$ cat src/sv/r2q_pkg.sv
// Shared constants and types for the rotation matrix to quaternion block.
package r2q_pkg;

    localparam int FRAC_BITS = 14;
    localparam int DW        = 16;
    localparam int QW        = (FRAC_BITS + 3 > 18) ? FRAC_BITS + 3 : 18;
    localparam int MW        = QW - 1;
    localparam int SQW       = 2 * MW;
    localparam int SW        = SQW + 2;
    localparam int RB        = 15;
    localparam int EA        = SQW + 2 * FRAC_BITS + 4;
    localparam int EB        = SW + 2 * RB + 6;
    localparam int EW        = (EA > EB) ? EA : EB;
    localparam int RSH       = 2 * FRAC_BITS + 2;

    localparam logic [1:0] BR_W = 2'd0;
    localparam logic [1:0] BR_Z = 2'd1;
    localparam logic [1:0] BR_Y = 2'd2;
    localparam logic [1:0] BR_X = 2'd3;

    // unnormalized quaternion, order x y z w
    typedef struct packed {
        logic [3:0][QW-1:0] q;
        logic [1:0]         br;
        logic               inv;
    } t_item;

    typedef struct packed {
        logic signed [EW-1:0] e;
        logic signed [EW-1:0] t;
        logic [RB-1:0]        r;
    } t_lane;

    typedef struct packed {
        t_lane [3:0]   ln;
        logic [SW-1:0] s;
        logic [3:0]    sgn;
        logic [1:0]    br;
        logic          inv;
    } t_iter;

endpackage

$ cat src/sv/r2q_front.sv
// Front end: branch selection and off-diagonal sums, one item per ready cycle.
module r2q_front (
    input  logic                 i_clk,
    input  logic                 i_rst_n,
    input  logic                 i_valid,
    output logic                 o_ready,
    input  logic [9*r2q_pkg::DW-1:0] i_data,
    output logic                 o_valid,
    input  logic                 i_ready,
    output r2q_pkg::t_item       o_item
);

    logic                 r_vld;
    r2q_pkg::t_item       r_item;
    r2q_pkg::t_item       n_item;
    logic signed [r2q_pkg::QW-1:0] m [0:8];
    logic signed [r2q_pkg::QW-1:0] one;
    logic signed [r2q_pkg::QW-1:0] trace;
    logic signed [r2q_pkg::QW-1:0] arg;

    always_comb begin
        for (int k = 0; k < 9; k++) begin
            m[k] = r2q_pkg::QW'($signed(i_data[k*r2q_pkg::DW +: r2q_pkg::DW]));
        end
    end

    assign one   = r2q_pkg::QW'(1) <<< r2q_pkg::FRAC_BITS;
    assign trace = m[0] + m[4] + m[8];

    // m index: 0 xx 1 xy 2 xz 3 yx 4 yy 5 yz 6 zx 7 zy 8 zz
    always_comb begin
        if (trace > 0) begin
            arg        = trace + one;
            n_item.br  = r2q_pkg::BR_W;
            n_item.q[0] = m[5] - m[7];
            n_item.q[1] = m[6] - m[2];
            n_item.q[2] = m[1] - m[3];
            n_item.q[3] = arg;
        end else if (m[8] > m[0] && m[8] > m[4]) begin
            arg        = m[8] - m[0] - m[4] + one;
            n_item.br  = r2q_pkg::BR_Z;
            n_item.q[0] = m[2] + m[6];
            n_item.q[1] = m[5] + m[7];
            n_item.q[2] = arg;
            n_item.q[3] = m[1] - m[3];
        end else if (m[4] > m[0]) begin
            arg        = m[4] - m[8] - m[0] + one;
            n_item.br  = r2q_pkg::BR_Y;
            n_item.q[0] = m[1] + m[3];
            n_item.q[1] = arg;
            n_item.q[2] = m[7] + m[5];
            n_item.q[3] = m[6] - m[2];
        end else begin
            arg        = m[0] - m[4] - m[8] + one;
            n_item.br  = r2q_pkg::BR_X;
            n_item.q[0] = arg;
            n_item.q[1] = m[3] + m[1];
            n_item.q[2] = m[6] + m[2];
            n_item.q[3] = m[5] - m[7];
        end
        n_item.inv = (arg <= 0);
    end

    assign o_ready = !r_vld || i_ready;
    assign o_valid = r_vld;
    assign o_item  = r_item;

    always_ff @(posedge i_clk) begin
        if (!i_rst_n) begin
            r_vld <= 1'b0;
        end else if (o_ready) begin
            r_vld <= i_valid;
        end
    end

    always_ff @(posedge i_clk) begin
        if (o_ready && i_valid) begin
            r_item <= n_item;
        end
    end

endmodule

$ cat config.mk
export PLATFORM = sky130hd
export DESIGN_NAME = r2q_front
export DESIGN_NICKNAME = d
export VERILOG_FILES = /design/src/sv/r2q_pkg.sv /design/src/sv/r2q_front.sv
export SDC_FILE = /design/constraint.sdc
export NUM_CORES = 1
export LEC_CHECK = 0
export ABC_AREA = 1
export BUFFER_PORTS_ARGS = -buffer_cell sky130_fd_sc_hd__buf_2
export CAP_MARGIN = 20
export CORE_AREA = 2 2 232 234
export DETAILED_ROUTE_END_ITERATION = 7
export DIE_AREA = 0 0 234 236
export PLACE_DENSITY = 0.51
export SLEW_MARGIN = 25
export SYNTH_ARGS = -nofsm -noshare
export SYNTH_HDL_FRONTEND = slang
export SYNTH_SLANG_ARGS = --single-unit
$ cat constraint.sdc
create_clock -name i_clk -period 5 [get_ports i_clk]
set_input_delay 0.25 -clock i_clk [delete_from_list [all_inputs] [get_ports i_clk]]
set_output_delay 0.25 -clock i_clk [all_outputs]
set_load 0.05 [all_outputs]
==> metrics <==
status finished clean; Reg clk slew, reported paths 0.06 ns; # nets final 3011; most frequent cells in the layout nand2_1, inv_1, ha_1; Switching Power between 3 and 4 mW; TritonCTS clock tree yes; routability cong. roughly 0.91; total number of vias 15900; register area share after synthesis between 10% and 20%; antenna viol nets, final 0; Synth Area in Simple Gates 22.1%; power share of the sequential group 17.3%; post-DP HPWL between 50000 and 60000 um; Clock power frac between 10 and 15%; final max-slew violation count 0; commonest non-fill, non-tap cell in the layout nand2_1; Mapped Avg Cell Area 7.08 um^2; min-delay worst type in -> reg; library cells used by synthesis 51; Synthesized Nets 2809; post-synth top area share 22.4%; Critical Path RT 5.09 ns; DRC violations left 0; setup slack after layout 0.661 ns; dominant combinational cell family by area after synthesis adder cells; TritonCTS buffer count 9; number of synthesis warnings 0; flip-flop and latch area 2270 um^2; Buffers on Ports 224; Slowest-stage cell, CP fa_1; Worst-Skew Late Latency 0.35 ns; area delta synth->final 14.0%; global route overflow 0; proportion of layout cells with a drive suffix above 1 a little under an eighth; ys async rst share 0%; hold buffers post-CTS 0; Post-Synth XOR/XNOR Area 6.04%; post-CTS resize count 0; FP Rows 85; Final Util 34.9%; Synth area leaders ha_1, edfxtp_1, nand2_1; Synth area leader ha_1; clk_skew 0.0127 ns; most used cell, CP nand2_1; Core Area 53100 um^2; full die area between 50000 and 60000 um^2; final setup TNS 0 ns; Crit Path Max Fanout 23; Total Routing Usage GR 22.2%; initial antenna violation count 1; slowest stage delay, CP around 0.52 ns; Worst EP arrival 4.42 ns; Final min period 4.34 ns; final critical-path share of the clock period between 80% and 90%; Sinks on Clock Net between 70 and 80; CTS max path bufs 2; initial core utilization 30.6%; Switching Share 55.9%; via-per-instance ratio 4.96; I/O Pins 225; count of final setup violators 0; Worst setup EP type register; vias in the first global route 15400; f_max between 200 and 250 MHz; Die X 234 um; ant diodes 0; Synth Area in Compound Gates 15.3%; number of synthesized flops with an enable pin 75; # fillers 5724; post-layout instance area 18500 um^2; CTS root buf clkbuf_16; WS Path Type in -> reg; flops & latches, synth 76; startpoint types input pin; Post-CTS Repair Setup Buffers 0; die height 236 um; Total Power 6.00 mW; Comb power frac 70.2%; RSZ-0062 raised after global routing false; area of the multi-input gates 12300 um^2; H-Tree Depth 3; Synth Cell Area approximately 16000 um^2; largest net degree at the start of global routing 80; normalized max-slew margin 44.9%; Cell Area, Placed 18200 um^2; WL/cell 19.4 um; first-pass GRT wire length between 90000 and 100000 um; Place WS 0.355 ns; maximum VDD drop 0.000174 V; cell internal pwr 2.65 mW; drt total wl 62100 um; LEAKAGE 9.87 nW; post-synthesis mux area share 0.0617%; Initial DRT Pass Iterations 5; pwr dens 324 nW/um^2; main flop type after synthesis edfxtp_1; cells after synthesis 2292; initial detailed-routing violation count ~1300; Worst Tran Pin Value 0.819 ns; max_cap viols 0; final hold vios 0; Synth Area in Adders 32.0%
==> metal layers <==
metal  GRT usage [%]  wire length (um)  up-vias  share of wire, %
li1                -                 -     7830                 -
met2            36.9             28800      509                46
met5               0                 0        -                 0
met4            3.49               969        0               1.6
met3            2.97              3730       41               6.0
met1            31.0             28500     7475                46
==> kinds of logic after synthesis <==
group                    count (synthesis)
buffers and inverters                  436
multiplexers                             1
AO/OA/AOI/OAI                          434
flip-flops                              76
adder cells (fa/ha/maj)                369
AND/OR/NAND/NOR                        864
XOR/XNOR                               112
==> synthesized netlist by cell type, types with 20 or more instances <==
library cell / n
a21oi_1: 157
buf_2: 23
clkbuf_1: 20
edfxtp_1: 75
fa_1: 78
ha_1: 291
inv_1: 378
nand2_1: 520
nand3_1: 131
nand4_1: 20
nor2_1: 135
nor3_1: 31
o21ai_0: 136
xor2_1: 100
==> flip-flops by register name, summed over array words and instances, names as in the netlist <==
signal and count:
o_item 75, o_valid 1
==> path summary, 6_finish.rpt <==
check / startpoint / end / slack, ns / cells after the start
worst max-delay path: i_data[0] / o_item[15]$_DFFE_PP_ / 0.66 / 25
worst min-delay path: i_rst_n / o_valid$_SDFFE_PN0N_ / 0.17 / 2
worst max register to register: o_valid$_SDFFE_PN0N_ / o_item[62]$_DFFE_PP_ / 3.46 / 3
worst min register to register: o_valid$_SDFFE_PN0N_ / o_valid$_SDFFE_PN0N_ / 0.56 / 2
==> power by group through the flow <==
stage	Sequential (mW)	Combinational [mW]	Clock, mW
global route	1.05	4.62	0.790
detailed placement	1.05	4.17	0
CTS	1.04	4.19	0.757
floorplan	1.51	2.32	0
finish	1.04	4.22	0.748
global placement	1.06	4.17	0
==> metrics by stage <==
| stage | cells | hold slack (ns) |
|---|---|---|
| after detailed placement | 3178 | 0.526 |
| final | 3194 | 0.171 |
| after CTS | 3193 | 0.165 |
| after floorplan | 2292 | 0.404 |
| after global routing | 3194 | 0.164 |
| after global placement | 3178 | 0.510 |
==> cell type report <==
class / count / area share, %
Clock buffer: 9 / 1.22
Inverter: 388 / 7.87
Multi-Input combinational cell: 1780 / 66.4
Tap cell: 696 / 4.71
Clock inverter: 6 / 0.561
Timing Repair Buffer: 239 / 6.98
Sequential cell: 76 / 12.3
==> critical path: cells and delay by family <==
| family | cells | cell delay, ns |
|---|---|---|
| simple gates | 15 | 1.64 |
| fa+ha+maj | 4 | 1.49 |
| buf+inv | 4 | 0.89 |
| compound gates | 2 | 0.16 |
(Power assumes the default switching activity.)
