===== src/sv/r2q_pkg.sv =====
// Shared constants and types for the rotation matrix to quaternion block.
package r2q_pkg;

    localparam int FRAC_BITS = 14;
    localparam int DW        = 16;
    localparam int QW        = (FRAC_BITS + 3 > 18) ? FRAC_BITS + 3 : 18;
    localparam int MW        = QW - 1;
    localparam int SQW       = 2 * MW;
    localparam int SW        = SQW + 2;
    localparam int RB        = 15;
    localparam int EA        = SQW + 2 * FRAC_BITS + 4;
    localparam int EB        = SW + 2 * RB + 6;
    localparam int EW        = (EA > EB) ? EA : EB;
    localparam int RSH       = 2 * FRAC_BITS + 2;

    localparam logic [1:0] BR_W = 2'd0;
    localparam logic [1:0] BR_Z = 2'd1;
    localparam logic [1:0] BR_Y = 2'd2;
    localparam logic [1:0] BR_X = 2'd3;

    // unnormalized quaternion, order x y z w
    typedef struct packed {
        logic [3:0][QW-1:0] q;
        logic [1:0]         br;
        logic               inv;
    } t_item;

    typedef struct packed {
        logic signed [EW-1:0] e;
        logic signed [EW-1:0] t;
        logic [RB-1:0]        r;
    } t_lane;

    typedef struct packed {
        t_lane [3:0]   ln;
        logic [SW-1:0] s;
        logic [3:0]    sgn;
        logic [1:0]    br;
        logic          inv;
    } t_iter;

endpackage


===== src/sv/r2q_fifo.sv =====
// Four-entry queue between front and back end.
module r2q_fifo (
    input  logic           i_clk,
    input  logic           i_rst_n,
    input  logic           i_push,
    input  r2q_pkg::t_item i_item,
    output logic           o_full,
    input  logic           i_pop,
    output logic           o_empty,
    output r2q_pkg::t_item o_item
);

    r2q_pkg::t_item r_mem [0:3];
    logic [1:0]     r_wp;
    logic [1:0]     r_rp;
    logic [2:0]     r_cnt;

    assign o_full  = (r_cnt == 3'd4);
    assign o_empty = (r_cnt == 3'd0);
    assign o_item  = r_mem[r_rp];

    always_ff @(posedge i_clk) begin
        if (!i_rst_n) begin
            r_wp  <= '0;
            r_rp  <= '0;
            r_cnt <= '0;
        end else begin
            if (i_push) begin
                r_wp <= r_wp + 2'd1;
            end
            if (i_pop) begin
                r_rp <= r_rp + 2'd1;
            end
            r_cnt <= r_cnt + {2'd0, i_push} - {2'd0, i_pop};
        end
    end

    always_ff @(posedge i_clk) begin
        if (i_push) begin
            r_mem[r_wp] <= i_item;
        end
    end

`ifndef NO_ASSERTIONS
    a_no_overflow: assert property (@(posedge i_clk) disable iff (!i_rst_n)
        o_full |-> !i_push) else $error("queue overflow");
    a_no_underflow: assert property (@(posedge i_clk) disable iff (!i_rst_n)
        o_empty |-> !i_pop) else $error("queue underflow");
    a_count: assert property (@(posedge i_clk) disable iff (!i_rst_n)
        r_cnt <= 3'd4) else $error("queue count out of range");
`endif

endmodule


===== config.mk =====
export PLATFORM = sky130hd
export DESIGN_NAME = r2q_fifo
export DESIGN_NICKNAME = d
export VERILOG_FILES = /design/src/sv/r2q_pkg.sv /design/src/sv/r2q_fifo.sv
export SDC_FILE = /design/constraint.sdc
export NUM_CORES = 1
export LEC_CHECK = 0
export ABC_CLOCK_PERIOD_IN_PS = 3300
export BUFFER_PORTS_ARGS = -buffer_cell sky130_fd_sc_hd__buf_4
export CORE_ASPECT_RATIO = 2
export CORE_MARGIN = 5
export CORE_UTILIZATION = 55
export DETAILED_ROUTE_END_ITERATION = 6
export GPL_ROUTABILITY_DRIVEN = 0
export GPL_TIMING_DRIVEN = 1
export PLACE_DENSITY = 0.84
export SLEW_MARGIN = 30
export SYNTH_ARGS = -nofsm -noshare
export SYNTH_HDL_FRONTEND = slang
export SYNTH_SLANG_ARGS = --single-unit

===== constraint.sdc =====
create_clock -name i_clk -period 3.3 [get_ports i_clk]
set_clock_uncertainty 0.05 [all_clocks]
set_input_delay 0.165 -clock i_clk [delete_from_list [all_inputs] [get_ports i_clk]]
set_output_delay 0.165 -clock i_clk [all_outputs]
set_load 0.01 [all_outputs]

==> key figures, run 1 <==
Global route
  – Total gr overflow: 0
  – First-pass GRT wire length: 34100 um
  – GRT Overall Usage: 0.189
  – Initial antenna violation count: 1
  – Vias in the first global route: 5820
  – Pin count of the biggest net entering global routing: 46

CTS
  – CTS tree: yes
  – CTS root buf: clkbuf_16
  – Num CTS Buffers: 25
  – H-tree depth: 1
  – Clk_lat worst skew: 0.51 ns
  – Worst-path clk slew: about 0.07 ns
  – CTS max path bufs: 3
  – CTS sink count: 309

Floorplanning
  – Die width: 111 um
  – I/O pin count: 156
  – Core outline area: 0.0203 mm2
  – Die area: 0.0236 mm2
  – Cell row count: 74
  – Die height: 212 um
  – Starting Density: 0.555

Finish
  – Fin util: 0.712
  – Area Growth Syn to Fin: 28.3%
  – Nets: between 700 and 800
  – Non-filler cells, final: 970
  – Layout cells sized above 1: 0.403

Synthesis
  – Area leader, netlist: edfxtp_1
  – Post-Synthesis Cells: 434
  – Post-Syn Area: 0.0113 mm2
  – Syn nets: 520
  – Cell with the most instances after synthesis: edfxtp_1
  – Syn_area_per_cell: 25.9 um2
  – Primary FF master, synth: edfxtp_1
  – Post-synth top cells: edfxtp_1, mux4_2, dfxtp_1
  – Seq/Total Area, Yosys: 0.816
  – Share of flip-flops with an asynchronous set or reset: 0
  – Synth unique cells: 20
  – Seq cells post-synth: 309
  – Number of enable flip-flop cells after synthesis: 300
  – Area contributors post-synth: edfxtp_1, mux4_2, dfxtp_1, ha_1, buf_6
  – Synth warn: 0
  – Yosys top cell area share: 0.800

Critical path
  – Crit end category: output port
  – Worst Path Required: ~3.1 ns
  – Crit Path Max Fanout: 29
  – Startpoint types: flip-flop
  – Setup CP Type: flip-flop to output port
  – Data arrival time of the worst path: 2.16 ns

Routing
  – DR vias: 5294
  – Drt first pass iters: 4
  – Avg Vias per Cell: ~5.5
  – Post-Route WL: about 22000 um
  – Detail Route Antenna Nets: 0
  – Post-DR wirelength/cell: approximately 23 um
  – DRC: 0
  – Starting DRT DRC Count: roughly 240

Power and ir drop
  – Pleak: approximately 4.9 nW
  – Max VDD drop: 0.520 mV
  – Power per cell area: 596 mW/mm2

Timing
  – Final Max Slew Viols: 0
  – Final setup viols: 0
  – Fin. Hold Viols: 0
  – Setup TNS: 0 ns
  – RSZ-0062 raised after global routing: no
  – Period utilization: 0.721
  – Final worst setup slack: between 0.9 and 1 ns
  – Slew HR: 0.608
  – Fmax: about 0.42 GHz
  – Post-layout minimum cycle time: roughly 2.4 ns
  – Least-Margin Pin Slew: roughly 0.59 ns

Worst hold path
  – Worst Hold Class: input port to flip-flop

Run
  – Max-cap viol count: 0

Outcome
  – Status: completed

Place
  – Dpl hpwl: 13400 um
  – I/O Buffers: 155
  – Placed Cells: between 800 and 900
  – Pre-CTS setup slack: ~1.4 ns
worst max-delay path: stages (launching register included):
cell	delay (ns)
dfxtp_4	0.37
buf_4	0.48
mux4_2	0.62
buf_4	0.17
metal layers:
layer | wire length, um | global-route usage | vias up
met5 | 0 | 0 | -
met4 | 789 | 0.0722 | 0
met3 | 851 | 0.0271 | 45
met2 | 12400 | 0.348 | 150
met1 | 8050 | 0.225 | 2750
li1 | - | - | 2349
repair_timing:
item | 4_1_cts | 5_1_grt
hold buffers | 78 | 0
endpoints found under the hold margin | 309 | 0
resized for setup | 0 | 0
buffers inserted | 0 | 0
cells in the final DEF (no fill, tap or decap), types with 2 or more instances in the layout:
cell	synthesis	layout
and2_1	6	2
and2_4	0	4
buf_12	0	3
buf_16	0	4
buf_4	2	156
bufinv_16	0	4
clkbuf_1	2	4
clkbuf_16	0	25
clkinv_1	0	2
clkinv_2	0	6
clkinvlp_4	0	2
dfxtp_1	9	7
dfxtp_4	0	2
dlygate4sd3_1	0	78
edfxtp_1	300	300
ha_1	6	6
inv_1	7	7
mux4_2	75	75
nor2_1	5	5
xnor2_1	2	2
final timing paths:
check	startpoint	end	slack [ns]	cells after the start
setup / recovery	flip-flop	o_item[36]	0.92	3
hold / removal	i_item[11]	r_mem[3][11]	0.34	2
setup reg to reg	r_cnt[0]	r_cnt[2]	1.37	7
hold reg to reg	r_rp[0]	flip-flop	0.51	2
power breakdown:
part | switching, mW | internal [mW] | leakage [nW]
sequential | 0.0618 | 4.51 | 2.83
clock | 1.27 | 1.73 | 0.403
combinational | 0.479 | 0.560 | 1.70
total | 1.81 | 6.79 | 4.94
logic make-up (layout without fill, tap and decap cells):
group           after synthesis  after routing  synth area share
flops                       309            309             0.816
mux                          76             76             0.151
buf+inv                      23            292            0.0130
simple gates                 14             14           0.00667
fa+ha+maj                     7              7           0.00844
xor+xnor                      3              3           0.00367
compound gates                2              2           0.00133
other cells                   0              1                 0
sequential cells by signal (all words and copies together), names as in the netlist, named ones only:
signal	flops
r_wp	2
r_mem	300
r_cnt	3
r_rp	2
final cells by class:
| class | count | area, um2 |
|---|---|---|
| sequential | 309 | 9200 |
| fill | 1152 | 5830 |
| timing repair buffer | 241 | 2120 |
| multi-input combinational | 102 | 1940 |
| clock buffer | 30 | 654 |
| tap | 266 | 333 |
| clock inverter | 14 | 173 |
| inverter | 7 | 26.3 |
| antenna | 1 | 2.50 |
through the flow:
step	instance area [um2]	hold slack, ns	total power [mW]
3_5_place_dp	12800	0.318	5.63
5_1_grt	14400	0.334	8.90
2_1_floorplan	11300	0.214	5.14
6_report	14400	0.342	8.61
4_1_cts	14400	0.326	8.68
3_3_place_gp	12700	0.315	5.57
Power figures use the tool's default switching activity.
==> run 2, diff against run 1 <==
Settings changed: ABC_CLOCK_PERIOD_IN_PS 3300 to 2080, CORE_UTILIZATION 55 to 51, PLACE_DENSITY 0.84 to 0.82.
Clock period 3.3 ns to 2.08 ns, I/O delays scaled along.
==> key figures, run 2 (synthesis gave the netlist of run 1 again) <==
Floorplanning
  – Cell row count: 77 (was 74)
  – Die area: 0.0253 mm2 (was 0.0236 mm2)
  – Core outline area: 0.0220 mm2 (was 0.0203 mm2)
  – Die width: 115 um (was 111 um)
  – Die height: 220 um (was 212 um)
  – Starting Density: 0.513 (was 0.555)
  – I/O pin count: 156 (unchanged)

Critical path
  – Data arrival time of the worst path: 1.93 ns (was 2.16 ns)
  – Crit end category: output port (unchanged)
  – RR Endpoint: r_cnt[2] (unchanged)
  – Crit Path Max Fanout: 6 (was 29)
  – R2r setup slk: 0.19 ns (was 1.37 ns)
  – R2r startpoint: r_cnt[0] (unchanged)
  – Startpoint types: flip-flop (unchanged)
  – Worst Path Required: 1.93 ns (was 3.08 ns)
  – Setup CP Type: flip-flop to output port (unchanged)
  – Worst R2R Path Depth: 7 (unchanged)
  – CP Capture Point: o_item[20] (was o_item[36])

Routing
  – M1 WL: 8020 um (was 8050 um)
  – DR vias: 5350 (was 5294)
  – DRC: 0 (unchanged)
  – Post-DR wirelength/cell: 23.2 um (was 22.8 um)
  – Highest metal used: met4 (unchanged)
  – Starting DRT DRC Count: 275 (was 236)
  – Avg Vias per Cell: 5.39 (was 5.46)
  – Routed wire length on met2: 13300 um (was 12400 um)
  – Post-Route WL: 23000 um (was 22100 um)
  – Drt first pass iters: 4 (unchanged)
  – Met3 routed WL: 924 um (was 851 um)
  – Detail Route Antenna Nets: 0 (unchanged)

CTS
  – CTS root buf: clkbuf_16 (unchanged)
  – CTS sink count: 309 (unchanged)
  – CTS tree: yes (unchanged)
  – CTS max path bufs: 3 (unchanged)
  – Num CTS Buffers: 25 (unchanged)
  – H-tree depth: 1 (unchanged)
  – Clk_lat worst skew: 0.52 ns (was 0.51 ns)
  – Worst-path clk slew: 0.07 ns (about the same)

Place
  – Placed Cells: 865 (was 847)
  – Dpl hpwl: 13900 um (was 13400 um)
  – Pre-CTS setup slack: 0.190 ns (was 1.39 ns)
  – I/O Buffers: 155 (unchanged)
  – Placed Instance Area: 0.0129 mm2 (was 0.0128 mm2)

Finish
  – Final Cell Area: 0.0148 mm2 (was 0.0144 mm2)
  – Area Growth Syn to Fin: 31.4% (was 28.3%)
  – Top Registers: r_mem x300, r_cnt x3 (unchanged)
  – Nets: 784 (was 772)
  – Most frequent cells in the layout: edfxtp_1, buf_4, dlygate4sd3_1 (unchanged)
  – Layout cells sized above 1: 0.412 (was 0.403)
  – Most flop-heavy register: r_mem (unchanged)
  – Antenna diode count: 0 (was 1)
  – Fill cells: 1313 (was 1152)
  – Commonest non-fill, non-tap cell in the layout: edfxtp_1 (unchanged)
  – Non-filler cells, final: 992 (was 970)
  – Number of flip-flops under the largest register name: 300 (unchanged)
  – Fin util: 0.674 (was 0.712)

Power and ir drop
  – Pwr Total: 13.6 mW (was 8.61 mW)
  – Power per cell area: 916 mW/mm2 (was 596 mW/mm2)
  – Pleak: 5.08 nW (was 4.94 nW)
  – Max VDD drop: 0.772 mV (was 0.520 mV)

Outcome
  – Violated checks: setup timing
  – Status: complete, but fails checks (was completed)

Timing
  – Final Max Slew Viols: 0 (unchanged)
  – Fmax: 0.480 GHz
  – Period utilization: 1.00
  – Fin. Hold Viols: 0 (unchanged)
  – Least-Margin Pin Slew: 0.428 ns (was 0.588 ns)
  – Slew HR: 0.715 (was 0.608)
  – Setup TNS: -0.00466 ns (was 0 ns)
  – RSZ-0062 raised after global routing: yes (was no)
  – Final worst setup slack: -0.00466 ns (was 0.922 ns)
  – Post-layout minimum cycle time: 2.08 ns
  – Worst hold slack: 0.275 ns (was 0.342 ns)
  – Final setup viols: 1 (was 0)

Worst hold path
  – Worst hold path cell count: 2 (unchanged)
  – Worst Hold Class: input port to flip-flop (unchanged)

Global route
  – Pin count of the biggest net entering global routing: 76 (was 46)
  – Vias in the first global route: 5900 (was 5820)
  – Total gr overflow: 0 (unchanged)
  – Initial antenna violation count: 0 (was 1)
  – First-pass GRT wire length: 34300 um (was 34100 um)
  – GRT Overall Usage: 0.183 (was 0.189)

Run
  – Max-cap viol count: 0 (unchanged)
run 2: how the worst min path moves through the flow:
stage	from	end
floorplan	i_item[0]	r_mem[0][0]
global placement	i_item[60]	r_mem[0][60]
detailed placement	i_item[4]	r_mem[2][4]
CTS	i_item[30]	r_mem[2][30]
global route	i_item[28]	r_mem[1][28]
finish	i_item[28]	r_mem[0][28]
run 2: layer usage:
metal | vias up | global-route usage
met4 | 0 | 0.0779
met3 | 40 | 0.0219
met5 | - | 0
met1 | 2771 | 0.207
li1 | 2371 | -
met2 | 168 | 0.341
run 2: worst max-delay path, cell delays in order (launching register included):
cell	delay, ns
dfxtp_4	0.40
buf_12	0.14
clkbuf_16	0.16
mux4_2	0.56
buf_6	0.15
run 2: final cells by class:
| cell class | count | area, um2 | area share |
|---|---|---|---|
| clock buffer | 35 | 733 | 0.0496 |
| clock inverter | 10 | 56.3 | 0.00381 |
| inverter | 7 | 26.3 | 0.00178 |
| multi-input combinational | 102 | 1940 | 0.131 |
| sequential | 309 | 9200 | 0.622 |
| tap | 276 | 345 | 0.0233 |
| timing repair buffer | 253 | 2500 | 0.169 |
run 2: report_power, final:
| part | leakage (nW) | internal, mW | switching [mW] | total (mW) |
|---|---|---|---|---|
| sequential | 2.83 | 7.15 | 0.0943 | 7.24 |
| combinational | 1.86 | 1.03 | 0.812 | 1.84 |
| clock | 0.393 | 2.47 | 2.00 | 4.47 |
run 2: repair_timing:
action | in CTS | in global routing
gates cloned | 0 | 3
buffers inserted | 0 | 1
gates resized for setup | 0 | 59
endpoints found under the setup margin | 24 | 60
pin swaps | 0 | 0
endpoints found under the hold margin | 309 | 0
hold buffers | 78 | 0
